==> src/ddo_pkg.sv <==
// Shared types, constants and the microcode program for the odometry block.
package ddo_pkg;

	localparam int CORDIC_STEPS = 16;
	localparam int ATAN_DEPTH   = 24;
	localparam int IDX_W        = $clog2(ATAN_DEPTH);
	localparam int UPC_W        = 5;

	localparam logic [15:0] FULL_TURN_CDEG = 16'd36000;
	localparam logic [15:0] QUARTER_CDEG   = 16'd9000;
	localparam logic [15:0] HALF_CDEG      = 16'd18000;
	localparam logic [15:0] THREEQ_CDEG    = 16'd27000;
	localparam logic [15:0] WD_RESET       = 16'd1024;

	localparam logic signed [27:0] PI_Q16          = 28'sd205887;
	localparam logic signed [27:0] CDEG_TO_RAD_Q30 = 28'sd187403;
	localparam logic signed [32:0] CORDIC_GAIN_Q30 = 33'sd652032874;

	// datapath operations, one per microcode step
	typedef enum logic [3:0] {
		OP_NOP, OP_MUL_LO, OP_MUL_HI, OP_CIRC, OP_SUM, OP_DIST, OP_QUAD,
		OP_CINIT, OP_CSTEP, OP_TRIG, OP_ADDX, OP_ADDY, OP_LOADXY, OP_FIN
	} uop_t;

	// multiplier operand A
	typedef enum logic [1:0] {MA_WD, MA_SUM, MA_R, MA_DIST} ma_t;

	// multiplier operand B
	typedef enum logic [2:0] {MB_PI, MB_CIRC, MB_RAD, MB_SIN, MB_COS} mb_t;

	// jump conditions
	typedef enum logic [1:0] {J_NONE, J_ALWAYS, J_KIND, J_ITER} jcond_t;

	typedef struct packed {
		uop_t                op;
		ma_t                 ma;
		mb_t                 mb;
		jcond_t              jc;
		logic [UPC_W-1:0]    tgt;
	} uword_t;

	localparam logic [UPC_W-1:0] ST_CSTEP  = 5'd9;
	localparam logic [UPC_W-1:0] ST_LOADXY = 5'd17;
	localparam logic [UPC_W-1:0] ST_FIN    = 5'd18;

	function automatic uword_t ucode(input logic [UPC_W-1:0] pc);
		uword_t w;
		w = '{op: OP_NOP, ma: MA_WD, mb: MB_PI, jc: J_NONE, tgt: '0};
		case (pc)
			5'd0: w = '{op: OP_MUL_LO, ma: MA_WD, mb: MB_PI, jc: J_KIND, tgt: ST_LOADXY};
			5'd1: w.op = OP_CIRC;
			5'd2: w.op = OP_SUM;
			5'd3: w = '{op: OP_MUL_LO, ma: MA_SUM, mb: MB_CIRC, jc: J_NONE, tgt: '0};
			5'd4: w = '{op: OP_MUL_HI, ma: MA_SUM, mb: MB_CIRC, jc: J_NONE, tgt: '0};
			5'd5: w.op = OP_DIST;
			5'd6: w.op = OP_QUAD;
			5'd7: w = '{op: OP_MUL_LO, ma: MA_R, mb: MB_RAD, jc: J_NONE, tgt: '0};
			5'd8: w.op = OP_CINIT;
			5'd9: w = '{op: OP_CSTEP, ma: MA_WD, mb: MB_PI, jc: J_ITER, tgt: ST_CSTEP};
			5'd10: w.op = OP_TRIG;
			5'd11: w = '{op: OP_MUL_LO, ma: MA_DIST, mb: MB_SIN, jc: J_NONE, tgt: '0};
			5'd12: w = '{op: OP_MUL_HI, ma: MA_DIST, mb: MB_SIN, jc: J_NONE, tgt: '0};
			5'd13: w.op = OP_ADDX;
			5'd14: w = '{op: OP_MUL_LO, ma: MA_DIST, mb: MB_COS, jc: J_NONE, tgt: '0};
			5'd15: w = '{op: OP_MUL_HI, ma: MA_DIST, mb: MB_COS, jc: J_NONE, tgt: '0};
			5'd16: w = '{op: OP_ADDY, ma: MA_WD, mb: MB_PI, jc: J_ALWAYS, tgt: ST_FIN};
			5'd17: w.op = OP_LOADXY;
			5'd18: w.op = OP_FIN;
			default: w.op = OP_NOP;
		endcase
		return w;
	endfunction

	// arctangent of 2^-i, truncated Q.30
	function automatic logic signed [32:0] atan_q30(input logic [IDX_W-1:0] idx);
		logic signed [32:0] v;
		v = '0;
		case (idx)
			5'd0:  v = 33'sh03243F6A8;
			5'd1:  v = 33'sh01DAC6705;
			5'd2:  v = 33'sh00FADBAFC;
			5'd3:  v = 33'sh007F56EA6;
			5'd4:  v = 33'sh003FEAB76;
			5'd5:  v = 33'sh001FFD55B;
			5'd6:  v = 33'sh000FFFAAA;
			5'd7:  v = 33'sh0007FFF55;
			5'd8:  v = 33'sh0003FFFEA;
			5'd9:  v = 33'sh0001FFFFD;
			5'd10: v = 33'sh0000FFFFF;
			5'd11: v = 33'sh00007FFFF;
			5'd12: v = 33'sh00003FFFF;
			5'd13: v = 33'sh00001FFFF;
			5'd14: v = 33'sh00000FFFF;
			5'd15: v = 33'sh000007FFF;
			5'd16: v = 33'sh000003FFF;
			5'd17: v = 33'sh000001FFF;
			5'd18: v = 33'sh000000FFF;
			5'd19: v = 33'sh0000007FF;
			5'd20: v = 33'sh0000003FF;
			5'd21: v = 33'sh0000001FF;
			5'd22: v = 33'sh0000000FF;
			5'd23: v = 33'sh00000007F;
			default: v = '0;
		endcase
		return v;
	endfunction

	// round Q.30 to Q1.15, clamp to +-32767
	function automatic logic signed [15:0] to_q15(input logic signed [32:0] v);
		logic signed [33:0] t;
		logic signed [18:0] r;
		logic signed [15:0] o;
		t = {v[32], v} + 34'sd16384;
		r = t[33:15];
		if (r > 19'sd32767)
			o = 16'sd32767;
		else if (r < -19'sd32767)
			o = -16'sd32767;
		else
			o = r[15:0];
		return o;
	endfunction

	// clamp a 38-bit sum to the signed 32-bit range
	function automatic logic signed [31:0] sat32(input logic signed [37:0] v);
		logic signed [31:0] o;
		if (v > 38'sh007FFFFFFF)
			o = 32'sh7FFFFFFF;
		else if (v < -38'sh0080000000)
			o = 32'sh80000000;
		else
			o = v[31:0];
		return o;
	endfunction

endpackage

==> src/differential_drive_odometry.sv <==
// Differential-drive dead-reckoning odometry: microcoded sequencer and datapath.
//
// Usage
//   s_axis carries one item per update or position reset. tuser is the kind
//   (0 update, 1 reset); tdata packs left_revs, right_revs, heading_in,
//   set_x and set_y from the lowest bit up. Each item yields exactly one
//   item on m_axis: pos_x, pos_y, heading_out.
//   cfg_valid/cfg_data write the wheel diameter (Q8.8 inches, 4.0 at
//   reset); cfg_ready is always high. Write it only while the block is idle.
// Timing
//   An update runs 18 microcode steps; the CORDIC rotation step repeats
//   CORDIC_STEPS times. A reset item runs 3 steps. One item at a time:
//   s_axis_tready returns the cycle after the result is loaded. Wide
//   products take two steps on 18x28 partial products.
// Reset and stall
//   arst_n clears position, encoder baseline and the output valid, and sets
//   the wheel diameter to 4 inches. A stalled receiver holds the output
//   register; the next item is still accepted and computed, then waits in
//   its final step until the output register is free.
module differential_drive_odometry
	import ddo_pkg::*;
(
	input  logic         clk,
	input  logic         arst_n,
	input  logic         s_axis_tvalid,
	output logic         s_axis_tready,
	// [31:0] left_revs, [63:32] right_revs, [79:64] heading_in,
	// [111:80] set_x, [143:112] set_y
	input  logic [143:0] s_axis_tdata,
	// [0] kind
	input  logic         s_axis_tuser,
	output logic         m_axis_tvalid,
	input  logic         m_axis_tready,
	// [31:0] pos_x, [63:32] pos_y, [79:64] heading_out
	output logic [79:0]  m_axis_tdata,
	input  logic         cfg_valid,
	output logic         cfg_ready,
	input  logic [15:0]  cfg_data
);

	// control
	logic             busy_q;
	logic [UPC_W-1:0] upc_q;
	logic [IDX_W-1:0] iter_q;
	logic             m_valid_q;
	logic [79:0]      m_data_q;
	uword_t           uw;
	logic             jump_taken;
	logic             out_free;
	logic             s_acc;
	logic             fin_go;

	// configuration and persistent state
	logic [15:0]        wd_q;
	logic signed [31:0] last_left_q;
	logic signed [31:0] last_right_q;
	logic signed [31:0] acc_x_q;
	logic signed [31:0] acc_y_q;

	// latched item
	logic               kind_q;
	logic signed [31:0] left_q;
	logic signed [31:0] right_q;
	logic [15:0]        hd_q;
	logic signed [31:0] set_x_q;
	logic signed [31:0] set_y_q;
	logic [15:0]        hd_in;
	logic [15:0]        hd_fixed;

	// working registers
	logic signed [63:0] prod_q;
	logic [25:0]        circ_q;
	logic signed [33:0] sum_q;
	logic signed [34:0] dist_q;
	logic [1:0]         quad_q;
	logic [13:0]        res_q;
	logic signed [32:0] cx_q;
	logic signed [32:0] cy_q;
	logic signed [32:0] cz_q;
	logic signed [15:0] sin_q;
	logic signed [15:0] cos_q;

	// datapath combinational
	logic signed [35:0] mul_a;
	logic signed [27:0] mul_b;
	logic signed [46:0] lo_pp;
	logic signed [45:0] hi_pp;
	logic signed [63:0] rnd_dist;
	logic signed [63:0] rnd_inc;
	logic [63:0]        rnd_circ;
	logic signed [37:0] inc38;
	logic signed [37:0] sum_x;
	logic signed [37:0] sum_y;
	logic [1:0]         quad_d;
	logic [15:0]        res_d;
	logic signed [32:0] dx;
	logic signed [32:0] dy;
	logic signed [32:0] atan_v;
	logic signed [15:0] s15;
	logic signed [15:0] c15;

	assign cfg_ready     = 1'b1;
	assign s_axis_tready = !busy_q;
	assign s_acc         = s_axis_tvalid && !busy_q;
	assign m_axis_tvalid = m_valid_q;
	assign m_axis_tdata  = m_data_q;
	assign out_free      = !m_valid_q || m_axis_tready;
	// final step hands its result to the output register
	assign fin_go        = busy_q && (uw.op == OP_FIN) && out_free;

	assign hd_in    = s_axis_tdata[79:64];
	assign hd_fixed = (hd_in >= FULL_TURN_CDEG) ? (hd_in - FULL_TURN_CDEG) : hd_in;

	assign uw = ucode(upc_q);

	always_comb begin
		case (uw.jc)
			J_ALWAYS: jump_taken = 1'b1;
			J_KIND:   jump_taken = kind_q;
			J_ITER:   jump_taken = (iter_q != IDX_W'(CORDIC_STEPS - 1));
			default:  jump_taken = 1'b0;
		endcase
	end

	// shared multiplier: A split into an unsigned low and a signed high half
	always_comb begin
		case (uw.ma)
			MA_WD:   mul_a = {20'b0, wd_q};
			MA_SUM:  mul_a = {{2{sum_q[33]}}, sum_q};
			MA_R:    mul_a = {22'b0, res_q};
			default: mul_a = {dist_q[34], dist_q};
		endcase
		case (uw.mb)
			MB_PI:   mul_b = PI_Q16;
			MB_CIRC: mul_b = {2'b0, circ_q};
			MB_RAD:  mul_b = CDEG_TO_RAD_Q30;
			MB_SIN:  mul_b = {{12{sin_q[15]}}, sin_q};
			default: mul_b = {{12{cos_q[15]}}, cos_q};
		endcase
		lo_pp = $signed({1'b0, mul_a[17:0]}) * mul_b;
		hi_pp = $signed(mul_a[35:18]) * mul_b;
	end

	// rounding of the product register for each consumer
	always_comb begin
		rnd_circ = prod_q + 64'd128;
		rnd_dist = prod_q + 64'sd16777216;
		rnd_inc  = prod_q + 64'sd16384;
		inc38    = rnd_inc[52:15];
		sum_x    = {{6{acc_x_q[31]}}, acc_x_q} + inc38;
		sum_y    = {{6{acc_y_q[31]}}, acc_y_q} + inc38;
	end

	// quadrant and residue of the heading
	always_comb begin
		if (hd_q < QUARTER_CDEG) begin
			quad_d = 2'd0;
			res_d  = hd_q;
		end else if (hd_q < HALF_CDEG) begin
			quad_d = 2'd1;
			res_d  = hd_q - QUARTER_CDEG;
		end else if (hd_q < THREEQ_CDEG) begin
			quad_d = 2'd2;
			res_d  = hd_q - HALF_CDEG;
		end else begin
			quad_d = 2'd3;
			res_d  = hd_q - THREEQ_CDEG;
		end
	end

	// operands of one CORDIC rotation, and the Q1.15 rounding of sin and cos
	always_comb begin
		dx     = cy_q >>> iter_q;
		dy     = cx_q >>> iter_q;
		atan_v = atan_q30(iter_q);
		s15    = to_q15(cy_q);
		c15    = to_q15(cx_q);
	end

	// sequencer and control registers
	always_ff @(posedge clk or negedge arst_n) begin
		if (!arst_n) begin
			busy_q       <= 1'b0;
			upc_q        <= '0;
			iter_q       <= '0;
			m_valid_q    <= 1'b0;
			wd_q         <= WD_RESET;
			last_left_q  <= '0;
			last_right_q <= '0;
			acc_x_q      <= '0;
			acc_y_q      <= '0;
		end else begin
			if (cfg_valid)
				wd_q <= cfg_data;
			if (fin_go)
				m_valid_q <= 1'b1;
			else if (m_axis_tready)
				m_valid_q <= 1'b0;
			if (s_acc) begin
				busy_q <= 1'b1;
				upc_q  <= '0;
			end else if (busy_q) begin
				if (uw.op == OP_FIN) begin
					if (out_free) begin
						busy_q       <= 1'b0;
						upc_q        <= '0;
						last_left_q  <= left_q;
						last_right_q <= right_q;
					end
				end else begin
					upc_q <= jump_taken ? uw.tgt : upc_q + 1'b1;
				end
				case (uw.op)
					OP_CINIT:  iter_q <= '0;
					OP_CSTEP:  iter_q <= iter_q + 1'b1;
					OP_ADDX:   acc_x_q <= sat32(sum_x);
					OP_ADDY:   acc_y_q <= sat32(sum_y);
					OP_LOADXY: begin
						acc_x_q <= set_x_q;
						acc_y_q <= set_y_q;
					end
					default: ;
				endcase
			end
		end
	end

	// item latch and datapath registers
	always_ff @(posedge clk) begin
		if (s_acc) begin
			kind_q  <= s_axis_tuser;
			left_q  <= s_axis_tdata[31:0];
			right_q <= s_axis_tdata[63:32];
			hd_q    <= hd_fixed;
			set_x_q <= s_axis_tdata[111:80];
			set_y_q <= s_axis_tdata[143:112];
		end else if (busy_q) begin
			case (uw.op)
				OP_MUL_LO: prod_q <= {{17{lo_pp[46]}}, lo_pp};
				OP_MUL_HI: prod_q <= prod_q + {hi_pp, 18'b0};
				OP_CIRC:   circ_q <= rnd_circ[33:8];
				OP_SUM:    sum_q  <= ({{2{left_q[31]}}, left_q} - {{2{last_left_q[31]}},
						last_left_q}) + ({{2{right_q[31]}}, right_q} -
						{{2{last_right_q[31]}}, last_right_q});
				OP_DIST:   dist_q <= rnd_dist[59:25];
				OP_QUAD: begin
					quad_q <= quad_d;
					res_q  <= res_d[13:0];
				end
				OP_CINIT: begin
					cx_q <= CORDIC_GAIN_Q30;
					cy_q <= '0;
					cz_q <= prod_q[32:0];
				end
				OP_CSTEP: begin
					if (!cz_q[32]) begin
						cx_q <= cx_q - dx;
						cy_q <= cy_q + dy;
						cz_q <= cz_q - atan_v;
					end else begin
						cx_q <= cx_q + dx;
						cy_q <= cy_q - dy;
						cz_q <= cz_q + atan_v;
					end
				end
				OP_TRIG: begin
					case (quad_q)
						2'd0: begin
							sin_q <= s15;
							cos_q <= c15;
						end
						2'd1: begin
							sin_q <= c15;
							cos_q <= -s15;
						end
						2'd2: begin
							sin_q <= -s15;
							cos_q <= -c15;
						end
						default: begin
							sin_q <= -c15;
							cos_q <= s15;
						end
					endcase
				end
				OP_FIN: begin
					if (out_free)
						m_data_q <= {hd_q, acc_y_q, acc_x_q};
				end
				default: ;
			endcase
		end
	end

endmodule
==> config.mk <==
export PLATFORM = sky130hd
export DESIGN_NAME = differential_drive_odometry
export DESIGN_NICKNAME = d
export VERILOG_FILES = /design/src/ddo_pkg.sv /design/src/differential_drive_odometry.sv
export SDC_FILE = /design/constraint.sdc
export NUM_CORES = 2
export LEC_CHECK = 0
export BUFFER_PORTS_ARGS = -buffer_cell sky130_fd_sc_hd__buf_4
export CORE_MARGIN = 3
export CORE_UTILIZATION = 45
export CTS_CLUSTER_SIZE = 14
export DETAILED_ROUTE_END_ITERATION = 7
export GPL_ROUTABILITY_DRIVEN = 0
export HOLD_SLACK_MARGIN = 0.05
export PLACE_DENSITY = 0.62
export SLEW_MARGIN = 20
export SYNTH_ARGS = -nofsm -noshare
export SYNTH_HDL_FRONTEND = slang
export SYNTH_SLANG_ARGS = --single-unit
==> constraint.sdc <==
create_clock -name clk -period 11.5 [get_ports clk]
set_input_delay 0 -clock clk [delete_from_list [all_inputs] [get_ports clk]]
set_output_delay 0 -clock clk [all_outputs]
set_load 0.02 [all_outputs]
==> impl_metrics.yaml <==
yosys:
  post_synthesis_compound_gate_area_fraction_pct: 12.1
  synth.largest_area_cell: "sky130_fd_sc_hd__fa_1"
  synth-seq-area-share_pct: 24.0
  synthArstFlopShare_pct: 22.8
  post_synth_instance_area_um2: 82100
  synth_top_cell_area_share_pct: 24.4
  yosys-top-cells-area: "sky130_fd_sc_hd__fa_1, sky130_fd_sc_hd__edfxtp_1, sky130_fd_sc_hd__ha_1, sky130_fd_sc_hd__inv_1, sky130_fd_sc_hd__nand2_1"
  yosys.cell_types.count: 111
  yosys.area_share.xor_xnor_pct: 5.71
  mux_contribution_to_synthesized_area_pct: 4.29
  synthesis.yosys.warnings: 0
  synthCells: 8820
  syn_nets: 10489
  combinational_family_with_the_most_area_after_synthesis: "adder cells"
  synth_edf_count: 527
  syn_area_per_cell_um2: 9.31
  ys_ff_latch: 683
  synthAdderAreaFrac_pct: 32.1
  synth_simple_gate_area_share_pct: 14.1
  ys.flop_type: "sky130_fd_sc_hd__edfxtp_1"
route:
  initial_drt_markers: 7147
  dr_total_vias: 68199
  postRouteAntennaNets: 0
  avgRoutedWirePerCell_um: 24.0
  post-route-drc-count: 2
  vias_per_cell: 5.81
  detail_route.first_pass.iterations: 8
  routed_wirelength_um: 281000
timing:
  report.final.setup_viol: 0
  finalWorstSetupSlack_ns: 0.325
  layout_worst_path_cycle_share_pct: 97.2
  timing.final.hold_violations: 0
  finalHoldWorstSlack_ns: 0.119
  pins_over_their_slew_limit: 0
  worst_slew_pin_tran_ns: 1.23
  rel_slew_slack_pct: 17.2
  period_needed_ns: 11.17
  maxClockFrequency_mhz: 89.5
  worst_clock_skew_ns: 0.0442
hold_path:
  worst_hold_path.endpoint: "left_q[8]$_DFFE_PP_"
  worst_hold_path.num_cells: 2
  hp-class: "input pin to flip-flop"
  hp-start: "s_axis_tdata[8]"
run:
  maxCapViolCount: 0
cts:
  cts.reportedPaths.clkPinSlew_ns: 0.06
  clock_tree.buffer_depth: 3
  clk_latency_ns: 0.72
  cts_tree: "done"
  cts_htree_levels: 3
  clock_tree.root_cell: "sky130_fd_sc_hd__clkbuf_16"
  tritoncts_num_sinks: 683
  cts_buffers: 76
critical_path:
  end_kind: "flip-flop"
  length_in_cells_of_the_worst_reg_to_reg_path: 44
  critical-path-top-cell-by-count: "sky130_fd_sc_hd__fa_1"
  rr_endpoint: "prod_q[59]$_DFFE_PP_"
  worst-path-buf-inv: 6
  crit-reg2reg-launch: "upc_q[0]$_DFFE_PN0P_"
  largest_incremental_delay_on_the_critical_path_ns: 0.58
  critPathKind: "flip-flop to flip-flop"
  critical_path.slowest_cell: "sky130_fd_sc_hd__fa_1"
  critPathArrivalTime_ns: 11.63
  worst-path-max-fanout: 20
  ff2ff_setup_slack_ns: 0.33
  critPathRequiredTime_ns: 11.96
  crit_path_start_kind: "flip-flop"
  largest_delay_contributor_family_on_the_critical_path: "adder cells"
die:
  start_util_pct: 45.4
  die_h_um: 433
  design.core.area_um2: 181000
  die_width_um: 433
  floorplan.rows: 156
  floorplan.die_area_um2: 188000
  num_io_pins: 249
global_routing:
  grt_start_max_net_pins: 122
  grt_antenna_before_repair: 23
  first_pass_grt_wire_length_um: 421000
  grt.total_usage_pct: 29.9
  gr_ovfl_total: 0
  via_count_of_the_first_global_routing_pass: 68063
finish:
  finalInstanceArea_um2: 93600
  post-route-util_pct: 51.7
  fillCellCount: 16182
  post_route_cells_drive_above_1_share_pct: 10.0
  relative_area_change_from_synthesis_to_final_layout_pct: 14.1
  fin_nets: 10957
place:
  place_worst_setup_slack_ns: -0.105
  dpl.hpwl_um: 220000
  postPlaceCellArea_um2: 87200
  io_buffers: 247
status:
  violations: "DRC"
  outcome: "finished with violations"
## cell usage in the layout, fill, tap and decap left out, types with 27 or more instances in the layout
cell type | Yosys | routed
sky130_fd_sc_hd__mux2i_1 | 70 | 66
sky130_fd_sc_hd__and3_1 | 78 | 78
sky130_fd_sc_hd__nand4_1 | 35 | 35
sky130_fd_sc_hd__dlygate4sd3_1 | 0 | 323
sky130_fd_sc_hd__buf_4 | 3 | 460
sky130_fd_sc_hd__nor3_1 | 110 | 104
sky130_fd_sc_hd__o21a_1 | 99 | 98
sky130_fd_sc_hd__o21bai_1 | 40 | 40
sky130_fd_sc_hd__xnor2_1 | 325 | 323
sky130_fd_sc_hd__o211ai_1 | 43 | 43
sky130_fd_sc_hd__o22ai_1 | 30 | 28
sky130_fd_sc_hd__a21oi_1 | 413 | 393
sky130_fd_sc_hd__clkbuf_16 | 0 | 78
sky130_fd_sc_hd__fa_1 | 1002 | 1001
sky130_fd_sc_hd__nand3_1 | 128 | 128
sky130_fd_sc_hd__or3_1 | 30 | 30
sky130_fd_sc_hd__nor2_1 | 806 | 800
sky130_fd_sc_hd__and2_1 | 79 | 78
sky130_fd_sc_hd__xor2_1 | 208 | 208
sky130_fd_sc_hd__o31ai_1 | 44 | 42
sky130_fd_sc_hd__ha_1 | 501 | 498
sky130_fd_sc_hd__nor2b_1 | 57 | 55
sky130_fd_sc_hd__mux4_2 | 99 | 99
sky130_fd_sc_hd__nand2b_1 | 84 | 84
sky130_fd_sc_hd__o21ai_0 | 411 | 406
sky130_fd_sc_hd__mux2_2 | 47 | 47
sky130_fd_sc_hd__nand2_1 | 1152 | 1147
sky130_fd_sc_hd__a31oi_1 | 59 | 55
sky130_fd_sc_hd__a22oi_1 | 34 | 31
sky130_fd_sc_hd__a211oi_1 | 41 | 40
sky130_fd_sc_hd__o21ai_1 | 39 | 32
sky130_fd_sc_hd__edfxtp_1 | 527 | 527
sky130_fd_sc_hd__dfrtp_1 | 155 | 150
sky130_fd_sc_hd__or2_2 | 26 | 27
sky130_fd_sc_hd__inv_1 | 1214 | 1214
sky130_fd_sc_hd__a21o_1 | 114 | 112
## sequential cells by signal (all words and copies together), names as in the netlist, 14 cells and up
signal        cells
m_axis_tdata     80
prod_q           60
dist_q           35
sum_q            34
cx_q             33
cy_q             33
cz_q             33
acc_x_q          32
acc_y_q          32
last_left_q      32
last_right_q     32
left_q           32
right_q          32
set_x_q          32
set_y_q          32
circ_q           26
cos_q            16
hd_q             16
sin_q            16
wd_q             16
res_q            14
## synth_stat cells, types with 34 or more instances
master / n
sky130_fd_sc_hd__a31oi_1: 59
sky130_fd_sc_hd__buf_2: 34
sky130_fd_sc_hd__xor2_1: 208
sky130_fd_sc_hd__inv_1: 1214
sky130_fd_sc_hd__o21bai_1: 40
sky130_fd_sc_hd__nor2_1: 806
sky130_fd_sc_hd__clkbuf_1: 345
sky130_fd_sc_hd__a22oi_1: 34
sky130_fd_sc_hd__a21o_1: 114
sky130_fd_sc_hd__xnor2_1: 325
sky130_fd_sc_hd__nand2_1: 1152
sky130_fd_sc_hd__o21a_1: 99
sky130_fd_sc_hd__mux2i_1: 70
sky130_fd_sc_hd__nand4_1: 35
sky130_fd_sc_hd__and3_1: 78
sky130_fd_sc_hd__nor3_1: 110
sky130_fd_sc_hd__mux4_2: 99
sky130_fd_sc_hd__fa_1: 1002
sky130_fd_sc_hd__ha_1: 501
sky130_fd_sc_hd__a211oi_1: 41
sky130_fd_sc_hd__edfxtp_1: 527
sky130_fd_sc_hd__o211ai_1: 43
sky130_fd_sc_hd__nand3_1: 128
sky130_fd_sc_hd__o21ai_0: 411
sky130_fd_sc_hd__and2_1: 79
sky130_fd_sc_hd__dfrtp_1: 155
sky130_fd_sc_hd__o21ai_1: 39
sky130_fd_sc_hd__nor2b_1: 57
sky130_fd_sc_hd__mux2_2: 47
sky130_fd_sc_hd__o31ai_1: 44
sky130_fd_sc_hd__a21oi_1: 413
sky130_fd_sc_hd__nand2b_1: 84
## metrics by stage
step,setup TNS (ns),std cells
5_1_grt,-0.0275,11722
2_1_floorplan,0,8820
4_1_cts,0,11709
3_5_place_dp,-0.105,11248
3_3_place_gp,-0.000776,11248
6_report,0,11730
## routing by layer
layer  up-vias  share of wire [%]  GRT usage [%]
li1      30119                  -              -
met1     33783                 39           38.9
met2      3425                 45           45.9
met3       852                9.7           6.49
met4        20                7.2           17.7
met5         -              0.049              0
## repair_timing
action,CTS,global route
gates cloned,0,1
hold buffers,324,0
gates resized for setup,4,77
hold endpoints to repair,322,0
pin swaps,0,12
buffers inserted,0,6
endpoints found under the setup margin,1,10
## worst max-delay path by stage
stage | endpoint | from | cells after the start | slack [ns]
after global routing | prod_q[59]$_DFFE_PP_ | upc_q[1]$_DFFE_PN0P_ | 46 | -0.03
after global placement | prod_q[59]$_DFFE_PP_ | upc_q[0]$_DFFE_PN0P_ | 43 | -0.0008
after detailed placement | prod_q[59]$_DFFE_PP_ | upc_q[0]$_DFFE_PN0P_ | 42 | -0.11
after floorplan | prod_q[59]$_DFFE_PP_ | upc_q[0]$_DFFE_PN0P_ | 48 | 0.28
after CTS | prod_q[59]$_DFFE_PP_ | upc_q[0]$_DFFE_PN0P_ | 42 | 0.05
final | prod_q[59]$_DFFE_PP_ | upc_q[0]$_DFFE_PN0P_ | 44 | 0.33
## cells by family after synthesis
group | after synthesis
flops | 683
buf+inv | 1641
compound gates | 1579
simple gates | 2658
mux | 221
fa+ha+maj | 1503
other cells | 1
xor+xnor | 534
## final cells by class
cell class	count	area [µm²]	share of cell area, %
antenna	13	32.5	0.0347
clock buffer	94	2020	2.16
clock inverter	43	558	0.596
inverter	1222	4590	4.90
multi-input combinational	6496	56700	60.5
sequential	683	19700	21.1
tap	2370	2970	3.17
timing repair buffer	809	7060	7.54
Power is left out: the tool's default activity adds up to more than one toggle a clock period on the data nets, which glitch-free logic cannot reach.
